<file path="config.mk">
export PLATFORM = sky130hd
export DESIGN_NAME = box_halo_partition_unit
export DESIGN_NICKNAME = d
export VERILOG_FILES = /design/src/rtl/core/bhp_pkg.sv /design/src/rtl/core/bhp_alu.sv /design/src/rtl/core/box_halo_partition_unit.sv
export SDC_FILE = /design/constraint.sdc
export NUM_CORES = 1
export LEC_CHECK = 0
export BUFFER_PORTS_ARGS = -buffer_cell sky130_fd_sc_hd__buf_4
export CAP_MARGIN = 20
export CORE_MARGIN = 2
export CORE_UTILIZATION = 52
export DETAILED_ROUTE_END_ITERATION = 6
export PLACE_DENSITY = 0.77
export SYNTH_ARGS = -nofsm -noshare
export SYNTH_HDL_FRONTEND = slang
export SYNTH_SLANG_ARGS = --single-unit
</file>
<file path="constraint.sdc">
create_clock -name clk -period 6.1 [get_ports clk]
set_clock_uncertainty 0.05 [all_clocks]
set_input_delay 0 -clock clk [delete_from_list [all_inputs] [get_ports clk]]
set_output_delay 0 -clock clk [all_outputs]
set_load 0.1 [all_outputs]
</file>
<file path="src/rtl/core/bhp_pkg.sv">
// shared types, constants and codes for the box halo partition unit
// used by bhp_alu, box_halo_partition_unit and bhp_checker; no dependencies
package bhp_pkg;

  // geometry settings
  localparam int AXES       = 3;
  localparam int MAX_AXES   = 3;
  localparam int COORD_BITS = 16;
  localparam int FIELD_W    = 16;
  localparam int AX_W       = 2;
  localparam int OPND_W     = FIELD_W + 1;
  localparam int RES_W      = FIELD_W + 2;
  localparam int IN_W       = 9 * FIELD_W;
  localparam int OUT_W      = 6 * FIELD_W;

  // inputs are cut down to the coordinate width first
  localparam logic [FIELD_W-1:0] COORD_MASK =
    (COORD_BITS >= FIELD_W) ? {FIELD_W{1'b1}} : FIELD_W'((64'd1 << COORD_BITS) - 64'd1);

  // piece codes along one axis
  localparam logic [1:0] PIECE_LEFT   = 2'd0;
  localparam logic [1:0] PIECE_CENTER = 2'd1;
  localparam logic [1:0] PIECE_RIGHT  = 2'd2;

  // sequencer states
  typedef enum logic [4:0] {
    S_IDLE = 5'b00001,
    S_ADD  = 5'b00010,
    S_SUB  = 5'b00100,
    S_BAD  = 5'b01000,
    S_SCAN = 5'b10000
  } state_t;

  // shared adder operations
  typedef enum logic {
    ALU_ADD = 1'b0,
    ALU_SUB = 1'b1
  } alu_op_t;

  typedef struct packed {
    alu_op_t             op;
    logic [OPND_W-1:0]   a;
    logic [OPND_W-1:0]   b;
  } alu_req_t;

  typedef struct packed {
    logic [RES_W-1:0]    sum;
    logic                borrow;
  } alu_rsp_t;

endpackage

</file>
<file path="src/rtl/core/bhp_alu.sv">
// shared add/subtract unit for the edge setup of the box halo partition unit
// depends on bhp_pkg
module bhp_alu (
  input  bhp_pkg::alu_req_t req,
  output bhp_pkg::alu_rsp_t rsp
);

  logic [bhp_pkg::RES_W-1:0] ext_a;
  logic [bhp_pkg::RES_W-1:0] ext_b;

  assign ext_a = {1'b0, req.a};
  assign ext_b = {1'b0, req.b};

  // one add or subtract, borrow from the top bit
  always_comb begin
    if (req.op == bhp_pkg::ALU_ADD) begin
      rsp.sum = ext_a + ext_b;
    end else begin
      rsp.sum = ext_a - ext_b;
    end
    rsp.borrow = rsp.sum[bhp_pkg::RES_W-1];
  end

endmodule

</file>
<file path="src/rtl/core/box_halo_partition_unit.sv">
// top level of the box halo partition unit: sequencer, edge registers, output stage
// depends on bhp_pkg and bhp_alu
//
// Each input item carries an outer box size, an inner box size and an inner box
// offset on three axes. The unit cuts each axis into left, center and right
// pieces and sends one result item per non-empty product piece, in base-3 order
// with axis 0 most significant; the final one has out_tlast set. An empty outer
// box gives no result; an inner box that leaves the outer box gives one result
// with out_tuser set, out_tlast set and zero data. After an item is taken the
// shared add/subtract unit works out the edges with an add step and a subtract
// step per axis, then the digit counter walks one base-3 code per cycle up to the last
// non-empty piece, at most 27 codes, stalling while the output register is full.
// in_tready is high only while idle, and the last result may still wait in the
// output register when the next item enters.
module box_halo_partition_unit (
  input  logic                        clk,
  input  logic                        rst_n,
  // outer_size_0..2, inner_size_0..2, inner_start_0..2, 16 bits each
  input  logic [bhp_pkg::IN_W-1:0]    in_tdata,
  input  logic                        in_tvalid,
  output logic                        in_tready,
  // seg_offset_0..2, seg_extent_0..2, 16 bits each
  output logic [bhp_pkg::OUT_W-1:0]   out_tdata,
  // bad_geometry
  output logic                        out_tuser,
  output logic                        out_tlast,
  output logic                        out_tvalid,
  input  logic                        out_tready
);

  localparam int FW = bhp_pkg::FIELD_W;
  localparam int NA = bhp_pkg::MAX_AXES;

  bhp_pkg::state_t         state_r, state_nxt;
  logic [bhp_pkg::AX_W-1:0] ax_r, ax_nxt;
  logic                    empty_r, empty_nxt;
  logic                    bad_r, bad_nxt;
  logic [1:0]              dig_r [NA];
  logic [1:0]              dig_nxt [NA];

  // per-axis edges
  logic [FW-1:0]           outer_r [NA];
  logic [FW-1:0]           size_r  [NA];
  logic [FW-1:0]           start_r [NA];
  logic [FW:0]             hi_r    [NA];
  logic [FW-1:0]           rsize_r [NA];
  logic [2:0]              nz_r    [NA];

  // output stage
  logic                    out_valid_r, out_valid_nxt;
  logic                    out_last_r, out_last_nxt;
  logic                    out_user_r, out_user_nxt;
  logic [bhp_pkg::OUT_W-1:0] out_data_r, out_data_nxt;

  bhp_pkg::alu_req_t       alu_req;
  bhp_pkg::alu_rsp_t       alu_rsp;

  logic                    in_acc;
  logic                    out_free;
  logic                    last_ax;
  logic                    seg_ok;
  logic                    at_end;
  logic [FW-1:0]           seg_off [NA];
  logic [FW-1:0]           seg_ext [NA];
  logic [1:0]              max_dig [NA];
  logic [bhp_pkg::OUT_W-1:0] seg_data;

  assign in_tready  = (state_r == bhp_pkg::S_IDLE);
  assign in_acc     = in_tvalid && in_tready;
  assign out_free   = !out_valid_r || out_tready;
  assign last_ax    = (ax_r == bhp_pkg::AX_W'(bhp_pkg::AXES - 1));
  assign out_tvalid = out_valid_r;
  assign out_tdata  = out_data_r;
  assign out_tlast  = out_last_r;
  assign out_tuser  = out_user_r;

  // shared adder: high edge in the add step, right size in the subtract step
  always_comb begin
    if (state_r == bhp_pkg::S_SUB) begin
      alu_req.op = bhp_pkg::ALU_SUB;
      alu_req.a  = {1'b0, outer_r[ax_r]};
      alu_req.b  = hi_r[ax_r];
    end else begin
      alu_req.op = bhp_pkg::ALU_ADD;
      alu_req.a  = {1'b0, start_r[ax_r]};
      alu_req.b  = {1'b0, size_r[ax_r]};
    end
  end

  bhp_alu u_alu (
    .req (alu_req),
    .rsp (alu_rsp)
  );

  // piece selection for the current code
  always_comb begin
    seg_ok = 1'b1;
    at_end = 1'b1;
    for (int a = 0; a < NA; a++) begin
      case (dig_r[a])
        bhp_pkg::PIECE_LEFT: begin
          seg_off[a] = '0;
          seg_ext[a] = start_r[a];
        end
        bhp_pkg::PIECE_CENTER: begin
          seg_off[a] = start_r[a];
          seg_ext[a] = size_r[a];
        end
        bhp_pkg::PIECE_RIGHT: begin
          seg_off[a] = hi_r[a][FW-1:0];
          seg_ext[a] = rsize_r[a];
        end
        default: begin
          seg_off[a] = '0;
          seg_ext[a] = '0;
        end
      endcase
      if (nz_r[a][2]) begin
        max_dig[a] = bhp_pkg::PIECE_RIGHT;
      end else if (nz_r[a][1]) begin
        max_dig[a] = bhp_pkg::PIECE_CENTER;
      end else begin
        max_dig[a] = bhp_pkg::PIECE_LEFT;
      end
      seg_ok = seg_ok && nz_r[a][dig_r[a]];
      at_end = at_end && (dig_r[a] == max_dig[a]);
    end
    seg_data = {seg_ext[2], seg_ext[1], seg_ext[0], seg_off[2], seg_off[1], seg_off[0]};
  end

  // sequencer and output stage
  always_comb begin
    logic carry;
    state_nxt     = state_r;
    ax_nxt        = ax_r;
    empty_nxt     = empty_r;
    bad_nxt       = bad_r;
    dig_nxt       = dig_r;
    out_valid_nxt = out_valid_r && !out_tready;
    out_last_nxt  = out_last_r;
    out_user_nxt  = out_user_r;
    out_data_nxt  = out_data_r;
    carry         = 1'b1;
    case (state_r)
      bhp_pkg::S_IDLE: begin
        if (in_acc) begin
          state_nxt = bhp_pkg::S_ADD;
          ax_nxt    = '0;
          empty_nxt = 1'b0;
          bad_nxt   = 1'b0;
          for (int a = 0; a < NA; a++) begin
            dig_nxt[a] = bhp_pkg::PIECE_LEFT;
          end
        end
      end
      bhp_pkg::S_ADD: begin
        state_nxt = bhp_pkg::S_SUB;
      end
      bhp_pkg::S_SUB: begin
        empty_nxt = empty_r || (outer_r[ax_r] == '0);
        bad_nxt   = bad_r || alu_rsp.borrow;
        if (last_ax) begin
          if (empty_nxt) begin
            state_nxt = bhp_pkg::S_IDLE;
          end else if (bad_nxt) begin
            state_nxt = bhp_pkg::S_BAD;
          end else begin
            state_nxt = bhp_pkg::S_SCAN;
          end
        end else begin
          ax_nxt    = ax_r + 1'b1;
          state_nxt = bhp_pkg::S_ADD;
        end
      end
      bhp_pkg::S_BAD: begin
        if (out_free) begin
          out_valid_nxt = 1'b1;
          out_last_nxt  = 1'b1;
          out_user_nxt  = 1'b1;
          out_data_nxt  = '0;
          state_nxt     = bhp_pkg::S_IDLE;
        end
      end
      bhp_pkg::S_SCAN: begin
        if (out_free) begin
          if (seg_ok) begin
            out_valid_nxt = 1'b1;
            out_last_nxt  = at_end;
            out_user_nxt  = 1'b0;
            out_data_nxt  = seg_data;
          end
          if (at_end) begin
            state_nxt = bhp_pkg::S_IDLE;
          end
          // base-3 increment, last axis least significant
          for (int a = NA - 1; a >= 0; a--) begin
            if (carry) begin
              if (dig_r[a] == bhp_pkg::PIECE_RIGHT) begin
                dig_nxt[a] = bhp_pkg::PIECE_LEFT;
              end else begin
                dig_nxt[a] = dig_r[a] + 2'd1;
                carry      = 1'b0;
              end
            end
          end
        end
      end
      default: begin
        state_nxt = bhp_pkg::S_IDLE;
      end
    endcase
  end

  // control registers
  always_ff @(posedge clk) begin
    if (!rst_n) begin
      state_r     <= bhp_pkg::S_IDLE;
      ax_r        <= '0;
      empty_r     <= 1'b0;
      bad_r       <= 1'b0;
      out_valid_r <= 1'b0;
      for (int a = 0; a < NA; a++) begin
        dig_r[a] <= bhp_pkg::PIECE_LEFT;
      end
    end else begin
      state_r     <= state_nxt;
      ax_r        <= ax_nxt;
      empty_r     <= empty_nxt;
      bad_r       <= bad_nxt;
      out_valid_r <= out_valid_nxt;
      dig_r       <= dig_nxt;
    end
  end

  // payload of the output stage
  always_ff @(posedge clk) begin
    out_last_r <= out_last_nxt;
    out_user_r <= out_user_nxt;
    out_data_r <= out_data_nxt;
  end

  // edge registers: capture, then filled axis by axis from the shared adder
  always_ff @(posedge clk) begin
    if (in_acc) begin
      for (int a = 0; a < NA; a++) begin
        if (a < bhp_pkg::AXES) begin
          outer_r[a] <= in_tdata[a*FW +: FW] & bhp_pkg::COORD_MASK;
          size_r[a]  <= in_tdata[(3+a)*FW +: FW] & bhp_pkg::COORD_MASK;
          start_r[a] <= in_tdata[(6+a)*FW +: FW] & bhp_pkg::COORD_MASK;
        end else begin
          // axis not cut: a single left piece at offset zero, extent one
          outer_r[a] <= FW'(1);
          size_r[a]  <= '0;
          start_r[a] <= FW'(1);
          hi_r[a]    <= '0;
          rsize_r[a] <= '0;
          nz_r[a]    <= 3'b001;
        end
      end
    end
    if (state_r == bhp_pkg::S_ADD) begin
      hi_r[ax_r] <= alu_rsp.sum[FW:0];
    end
    if (state_r == bhp_pkg::S_SUB) begin
      rsize_r[ax_r] <= alu_rsp.sum[FW-1:0];
      nz_r[ax_r]    <= {alu_rsp.sum[FW-1:0] != '0, size_r[ax_r] != '0,
                        start_r[ax_r] != '0};
    end
  end

endmodule

</file>
==> results.cfg, run 1 <==
[run_status]
outcome = finished with violations
violations = DRC

[critical_path]
worstPathRequired_ns = 6.30
worst_setup_path_end_kind = register
worstSetupStartpointType = register
r2r_slack_ns = 0.86
path_class = reg -> reg
worstPathMaxFanout = 21
arrival_ns = 5.45

[yosys]
synthArstFlopShare_pct = 0
yosys_warnings = 0
ys_ff_latch = 385
synth.largest_area_cell = edfxtp_1
ys.flop_type = edfxtp_1
synth_edf_count = 367
yosys-top-cells-area = edfxtp_1, nor2_1, mux2i_1
netlist_instances = 1142
synth_area_um2 = 16640
synth_top_area_share_pct = 66.24
postSynthAreaPerCell_um2 = 14.57
syn-num-nets = 1324
synthDistinctLibCells = 71
synth_seq_area_share_pct = 68.40

[global_routing]
antenna_found_initial = 0
grt_pass1_wl_mm = 73.55
grt-ovfl-total = 0
grt_usage_pct = 29.79
grt_start_max_net_pins = 107
grt_pass1_vias = 11910

[die]
die_w_um = 182.9
initial_core_util_pct = 52.73
die_h_um = 182.9
coreArea_um2 = 31560
dieArea_um2 = 33440
ios = 248
num_rows = 65

[detailed_routing]
final_antenna_net_count = 0
avgRoutedWirePerCell_um = 25.37
first_pass_iters = 7
drt_iter0_drc = 1999
drc_errors = 12
via_per_inst = 6.054
met3_length_mm = 6.003
m1WireLength_mm = 19.27
drt_wl_total_mm = 49.96
dr_wl_met2_mm = 23.36
topRoutingLayerUsed = met4
dr_total_vias = 11920

[clock_tree]
clk_pin_slew_worst_paths_ns = 0.06
htreeDepth = 2
cts_setup_buffers = 0
cts_root_buf = clkbuf_16
cts.sinks = 385
clk_path_buf_depth = 3
numCtsBuffers = 41
post_cts_resized = 0
tritoncts = yes
clock_latency_ns = 0.56

[job]
drv_cap = 0

[placed_design]
placed_cells = 1747
numPortBuffers = 247
place_congestion = 0.9678
dp_hpwl_mm = 32.88

[sta]
final_hold_viol_count = 0
rsz0062_at_grt = no
min_period_ns = 5.243
finalSetupTns_ns = 0
setup_viol = 0
worst_pin_slew_ns = 1.163
fmax_mhz = 190.7
final-max-slew-violation-count = 0
worst_slew_margin_rel_pct = 22.48
fin_crit_sh_pct = 85.95

[pwr]
p_sw_share_pct = 25.60
p_leak_uw = 0.008045
p_comb_share_pct = 13.3
intPower_uw = 4934
vdd_drop_max_uv = 259.0
power.net_switching_uw = 1698
p_per_area_nw_per_um2 = 305.8
pwr-share-clk_pct = 37.0
seq_power_share_pct = 49.7

[layout]
final_cell_count_no_fill = 1969
n_antenna_cell = 0
nNetsFinal = 1719
syn_to_final_growth_pct = 30.37
layout-drive-gt1-share_pct = 24.25

[min_path]
worstHoldPathType = in -> reg
## critical path, cell delays in order (launching register included)
cell and delay, ns:
dfxtp_4 0.59, mux2_4 0.35, mux2i_2 0.24, nor2_1 0.07
a21oi_1 0.21, ha_1 0.26, nand4_1 0.12, nand2_1 0.23
nand3_1 0.12, xor2_1 0.16, nand2_1 0.06, o21ai_0 0.10
ha_1 0.36, a21oi_1 0.35, nand2_1 0.12, o21ai_0 0.38
a21oi_1 0.19, a21o_1 0.22, a21oi_1 0.16, xnor2_1 0.25
nand4bb_1 0.32
## layer usage
layer	up-vias	track usage, %
li1	5244	-
met1	5757	40.85
met2	824	47.85
met3	96	7.109
met4	0	8.896
met5	-	0
## sequential cells by signal, indices dropped and copies added, names as in the netlist, named ones only
register,cells
bad_r,1
state_r,5
nz_r,9
size_r,48
out_tdata,96
outer_r,48
hi_r,68
empty_r,1
dig_r,6
out_tuser,1
rsize_r,48
out_tvalid,1
out_tlast,1
start_r,48
ax_r,2
## cells in the final DEF, fill, tap and decap left out, types with 6 or more instances in the layout
cell	Yosys	layout
nand2_1	53	53
o21ai_1	8	8
a21boi_0	6	6
mux2i_1	58	58
nand2b_1	7	7
buf_4	1	264
xnor2_1	18	18
mux2_4	6	6
nand4_1	10	10
dlygate4sd3_1	0	148
inv_1	19	19
a21oi_1	50	50
ha_1	33	33
nand3_1	8	8
a22oi_1	52	52
o21ai_0	33	33
edfxtp_1	367	367
and2_1	13	13
a222oi_1	49	49
o21a_1	6	6
a21o_1	6	6
clkbuf_1	42	11
dfxtp_1	18	16
mux4_2	17	17
xor2_1	6	6
nor3_1	6	6
nor2b_1	8	8
nor2_1	155	154
clkbuf_16	0	41
## worst paths after layout
check	end	cells after the start	startpoint
setup / recovery	nz_r[0][2]	20	register
setup reg to reg	nz_r[0][2]	20	register
hold reg to reg	bad_r	2	bad_r
hold / removal	start_r[0][0]	2	in_tdata[96]
## power by group through the flow
| stage | logic, uW | registers (uW) | clock network, uW |
|---|---|---|---|
| 2_1_floorplan | 489 | 3290 | 0 |
| 3_3_place_gp | 761 | 3340 | 0 |
| 3_5_place_dp | 782 | 3340 | 0 |
| 4_1_cts | 864 | 3290 | 2460 |
| 5_1_grt | 956 | 3310 | 2580 |
| 6_report | 881 | 3300 | 2450 |
## cells in the mapped netlist (5+ instances only)
cell and number:
a21o_1 6, nor3_1 6, o21ai_1 8, or3_1 5
nor2b_1 8, inv_1 19, and2_1 13, xnor2_1 18
buf_2 12, and3_1 5, edfxtp_1 367, a22oi_1 52
nand2b_1 7, o21a_1 6, mux2_4 6, a21boi_0 6
a21oi_1 50, mux4_2 17, mux2i_1 58, o21ai_0 33
dfxtp_1 18, nand3_1 8, clkbuf_1 42, ha_1 33
mux2i_2 5, xor2_1 6, nand4_1 10, a222oi_1 49
nand2_1 53, nor2_1 155
## layout make-up
class / instances / area (um2)
Timing Repair Buffer: 415 / 3531
Sequential cell: 385 / 11390
Clock buffer: 52 / 1067
Inverter: 20 / 80.08
Clock inverter: 21 / 225.2
Tap cell: 402 / 503.0
Multi-Input combinational cell: 674 / 4896
Fill cell: 2106 / 9864
## cells by family (layout without fill, tap and decap cells)
logic type,Yosys count,after routing,share of synthesized area (%)
flip-flops,385,385,68.40
AND/OR/NAND/NOR,292,292,8.167
AO/OA/AOI/OAI,232,232,10.06
multiplexers,92,92,7.287
buffers and inverters,83,508,2.218
adder cells (fa/ha/maj),34,34,2.602
XOR/XNOR,24,24,1.263
## timing repair
| item | CTS | global route |
|---|---|---|
| hold endpoints to repair | 162 | 0 |
| hold buffers | 148 | 0 |
| setup endpoints to repair | 0 | 0 |
## per-stage QoR
stage | total power [uW] | worst slack (ns) | instance area (um2) | util (%) | hold WS, ns
finish | 6633 | 0.8570 | 21690 | 68.74 | 0.1136
global route | 6838 | 0.4972 | 21690 | 68.74 | 0.1030
CTS | 6611 | 0.9278 | 21670 | 68.68 | 0.09361
detailed placement | 4124 | 0.9398 | 18900 | 59.89 | 0.1293
global placement | 4102 | 1.141 | 18870 | 59.80 | 0.1280
floorplan | 3777 | 0.1651 | 16640 | - | 0.04887
(Power assumes the default switching activity.)
==> run 2: changes to the inputs <==
--- a/config.mk
+++ b/config.mk
@@ -5,7 +5,7 @@
 export SDC_FILE = /design/constraint.sdc
 export NUM_CORES = 1
 export LEC_CHECK = 0
-export BUFFER_PORTS_ARGS = -buffer_cell sky130_fd_sc_hd__buf_4
+export BUFFER_PORTS_ARGS = -buffer_cell sky130_fd_sc_hd__buf_2
 export CAP_MARGIN = 20
 export CORE_MARGIN = 2
 export CORE_UTILIZATION = 52
==> run 2 against run 1 <==
Against the previous run: the flow still finishes with violations (DRC); worst setup slack improved by 0.036 ns; wire length decreased by 1.2%; critical path depth decreased by 3; maximum frequency increased by 0.70%; sequential share of layout area increased by 1.4 points; first-iteration DRC count decreased by 2.1%; core utilization decreased by 1.8 points; global-route usage decreased by 0.64 points; via count increased by 1.0%; power increased by 1.9%; critical path type unchanged; critical endpoint is now nz_r[1][2].
==> results.cfg, run 2 (synthesis gave the netlist of run 1 again) <==
[run_status]
outcome = finished with violations
violations = DRC

[layout]
final_cell_area_um2 = 21130
final_cell_mix = edfxtp_1, buf_2, nor2_1
layout.cells.most_common = edfxtp_1
layout-drive-gt1-share_pct = 24.63
utilization_pct = 66.96
n_antenna_cell = 0
syn_to_final_growth_pct = 27.00
final_cell_count_no_fill = 1965
largest_register_ffs = 96
nNetsFinal = 1714

[critical_path]
worstPathRequired_ns = 6.33
worstPathMaxFanout = 45
arrival_ns = 5.44
worst_setup_path_end_kind = register
path_class = reg -> reg
worstSetupStartpointType = register

[clock_tree]
tritoncts = yes
cts_root_buf = clkbuf_16
numCtsBuffers = 40
htreeDepth = 2
cts.sinks = 385
clk_pin_slew_worst_paths_ns = 0.06
clk_path_buf_depth = 3
clock_latency_ns = 0.56
cts_setup_buffers = 0

[sta]
worst_slack_ns = 0.8933
final_hold_viol_count = 0
min_period_ns = 5.207
fmax_mhz = 192.1
rsz0062_at_grt = no
fin_crit_sh_pct = 85.36
finalSetupTns_ns = 0
worst_slew_margin_rel_pct = 27.62
worst_pin_slew_ns = 1.086
final-max-slew-violation-count = 0
setup_viol = 0

[placed_design]
place_congestion = 0.9833
placed_cells = 1743
dp_hpwl_mm = 31.73
postPlaceCellArea_um2 = 18240
place_ws_ns = 0.9696
numPortBuffers = 247

[detailed_routing]
avgRoutedWirePerCell_um = 25.12
first_pass_iters = 7
via_per_inst = 6.128
drc_errors = 5
drt_iter0_drc = 1958
dr_total_vias = 12040
final_antenna_net_count = 0
drt_wl_total_mm = 49.37

[die]
ios = 248
die_w_um = 182.9
coreArea_um2 = 31560
initial_core_util_pct = 52.73
dieArea_um2 = 33440
num_rows = 65
die_h_um = 182.9

[job]
drv_cap = 0

[min_path]
worstHoldPathType = in -> reg

[global_routing]
antenna_found_initial = 0
grt_pass1_wl_mm = 72.45
grt_pass1_vias = 11900
grt_start_max_net_pins = 106
grt-ovfl-total = 0
grt_usage_pct = 29.15

[pwr]
p_per_area_nw_per_um2 = 319.8
vdd_drop_max_uv = 213.9
p_leak_uw = 0.007959
-- run 2: cell type report --
type | instances | area, um2
clock inverter | 29 | 366.6
timing repair buffer | 411 | 2870
clock buffer | 44 | 1026
fill | 2131 | 10430
sequential | 385 | 11390
inverter | 20 | 80.08
multi-input combinational | 674 | 4896
tap | 402 | 503.0
-- run 2: final timing paths --
| path | startpoint | endpoint | slack (ns) | cells past startpoint |
|---|---|---|---|---|
| max reg2reg | register | nz_r[1][2] | 0.89 | 17 |
| min reg2reg | state_r[4] | state_r[4] | 0.46 | 2 |
| min | in_tdata[61] | size_r[0][13] | 0.1 | 2 |
| max | register | nz_r[1][2] | 0.89 | 17 |
-- run 2: routing by layer --
metal / vias to the layer above / track usage [%] / part of all wire (%)
li1: 5240 / - / -
met4: 0 / 8.224 / 2.6
met2: 931 / 46.02 / 46
met1: 5775 / 40.62 / 39
met3: 95 / 7.347 / 13
met5: - / 0 / 0
-- run 2: worst max-delay path: stages (launching register included) --
cell	delay, ns
dfxtp_4	0.61
buf_12	0.36
mux4_2	0.57
nor2_1	0.19
nand3_1	0.13
nand2_1	0.17
nand3_1	0.12
xor2_1	0.17
nand2_1	0.06
o21ai_0	0.10
ha_1	0.38
a21oi_1	0.34
nand2_1	0.13
o21ai_0	0.21
xnor2_1	0.25
a2111o_1	0.45
a2111oi_0	0.40
nand4bb_1	0.19
-- run 2: power by group --
group | total (uW) | leakage (uW) | internal [uW] | switching (uW)
Combinational | 861 | 0.00349 | 307 | 554
Clock | 2600 | 0.000673 | 1530 | 1060
Sequential | 3300 | 0.00380 | 3180 | 116
-- run 2: repair_timing --
action,CTS,global route
hold buffers,148,0
hold endpoints to repair,162,0
resized for setup,0,0
-- run 2: through the flow --
stage	power, uW	hold slack, ns
floorplan	3777	0.04887
global placement	4073	0.1269
detailed placement	4095	0.1281
CTS	6722	0.08488
global route	6951	0.09621
finish	6757	0.09930
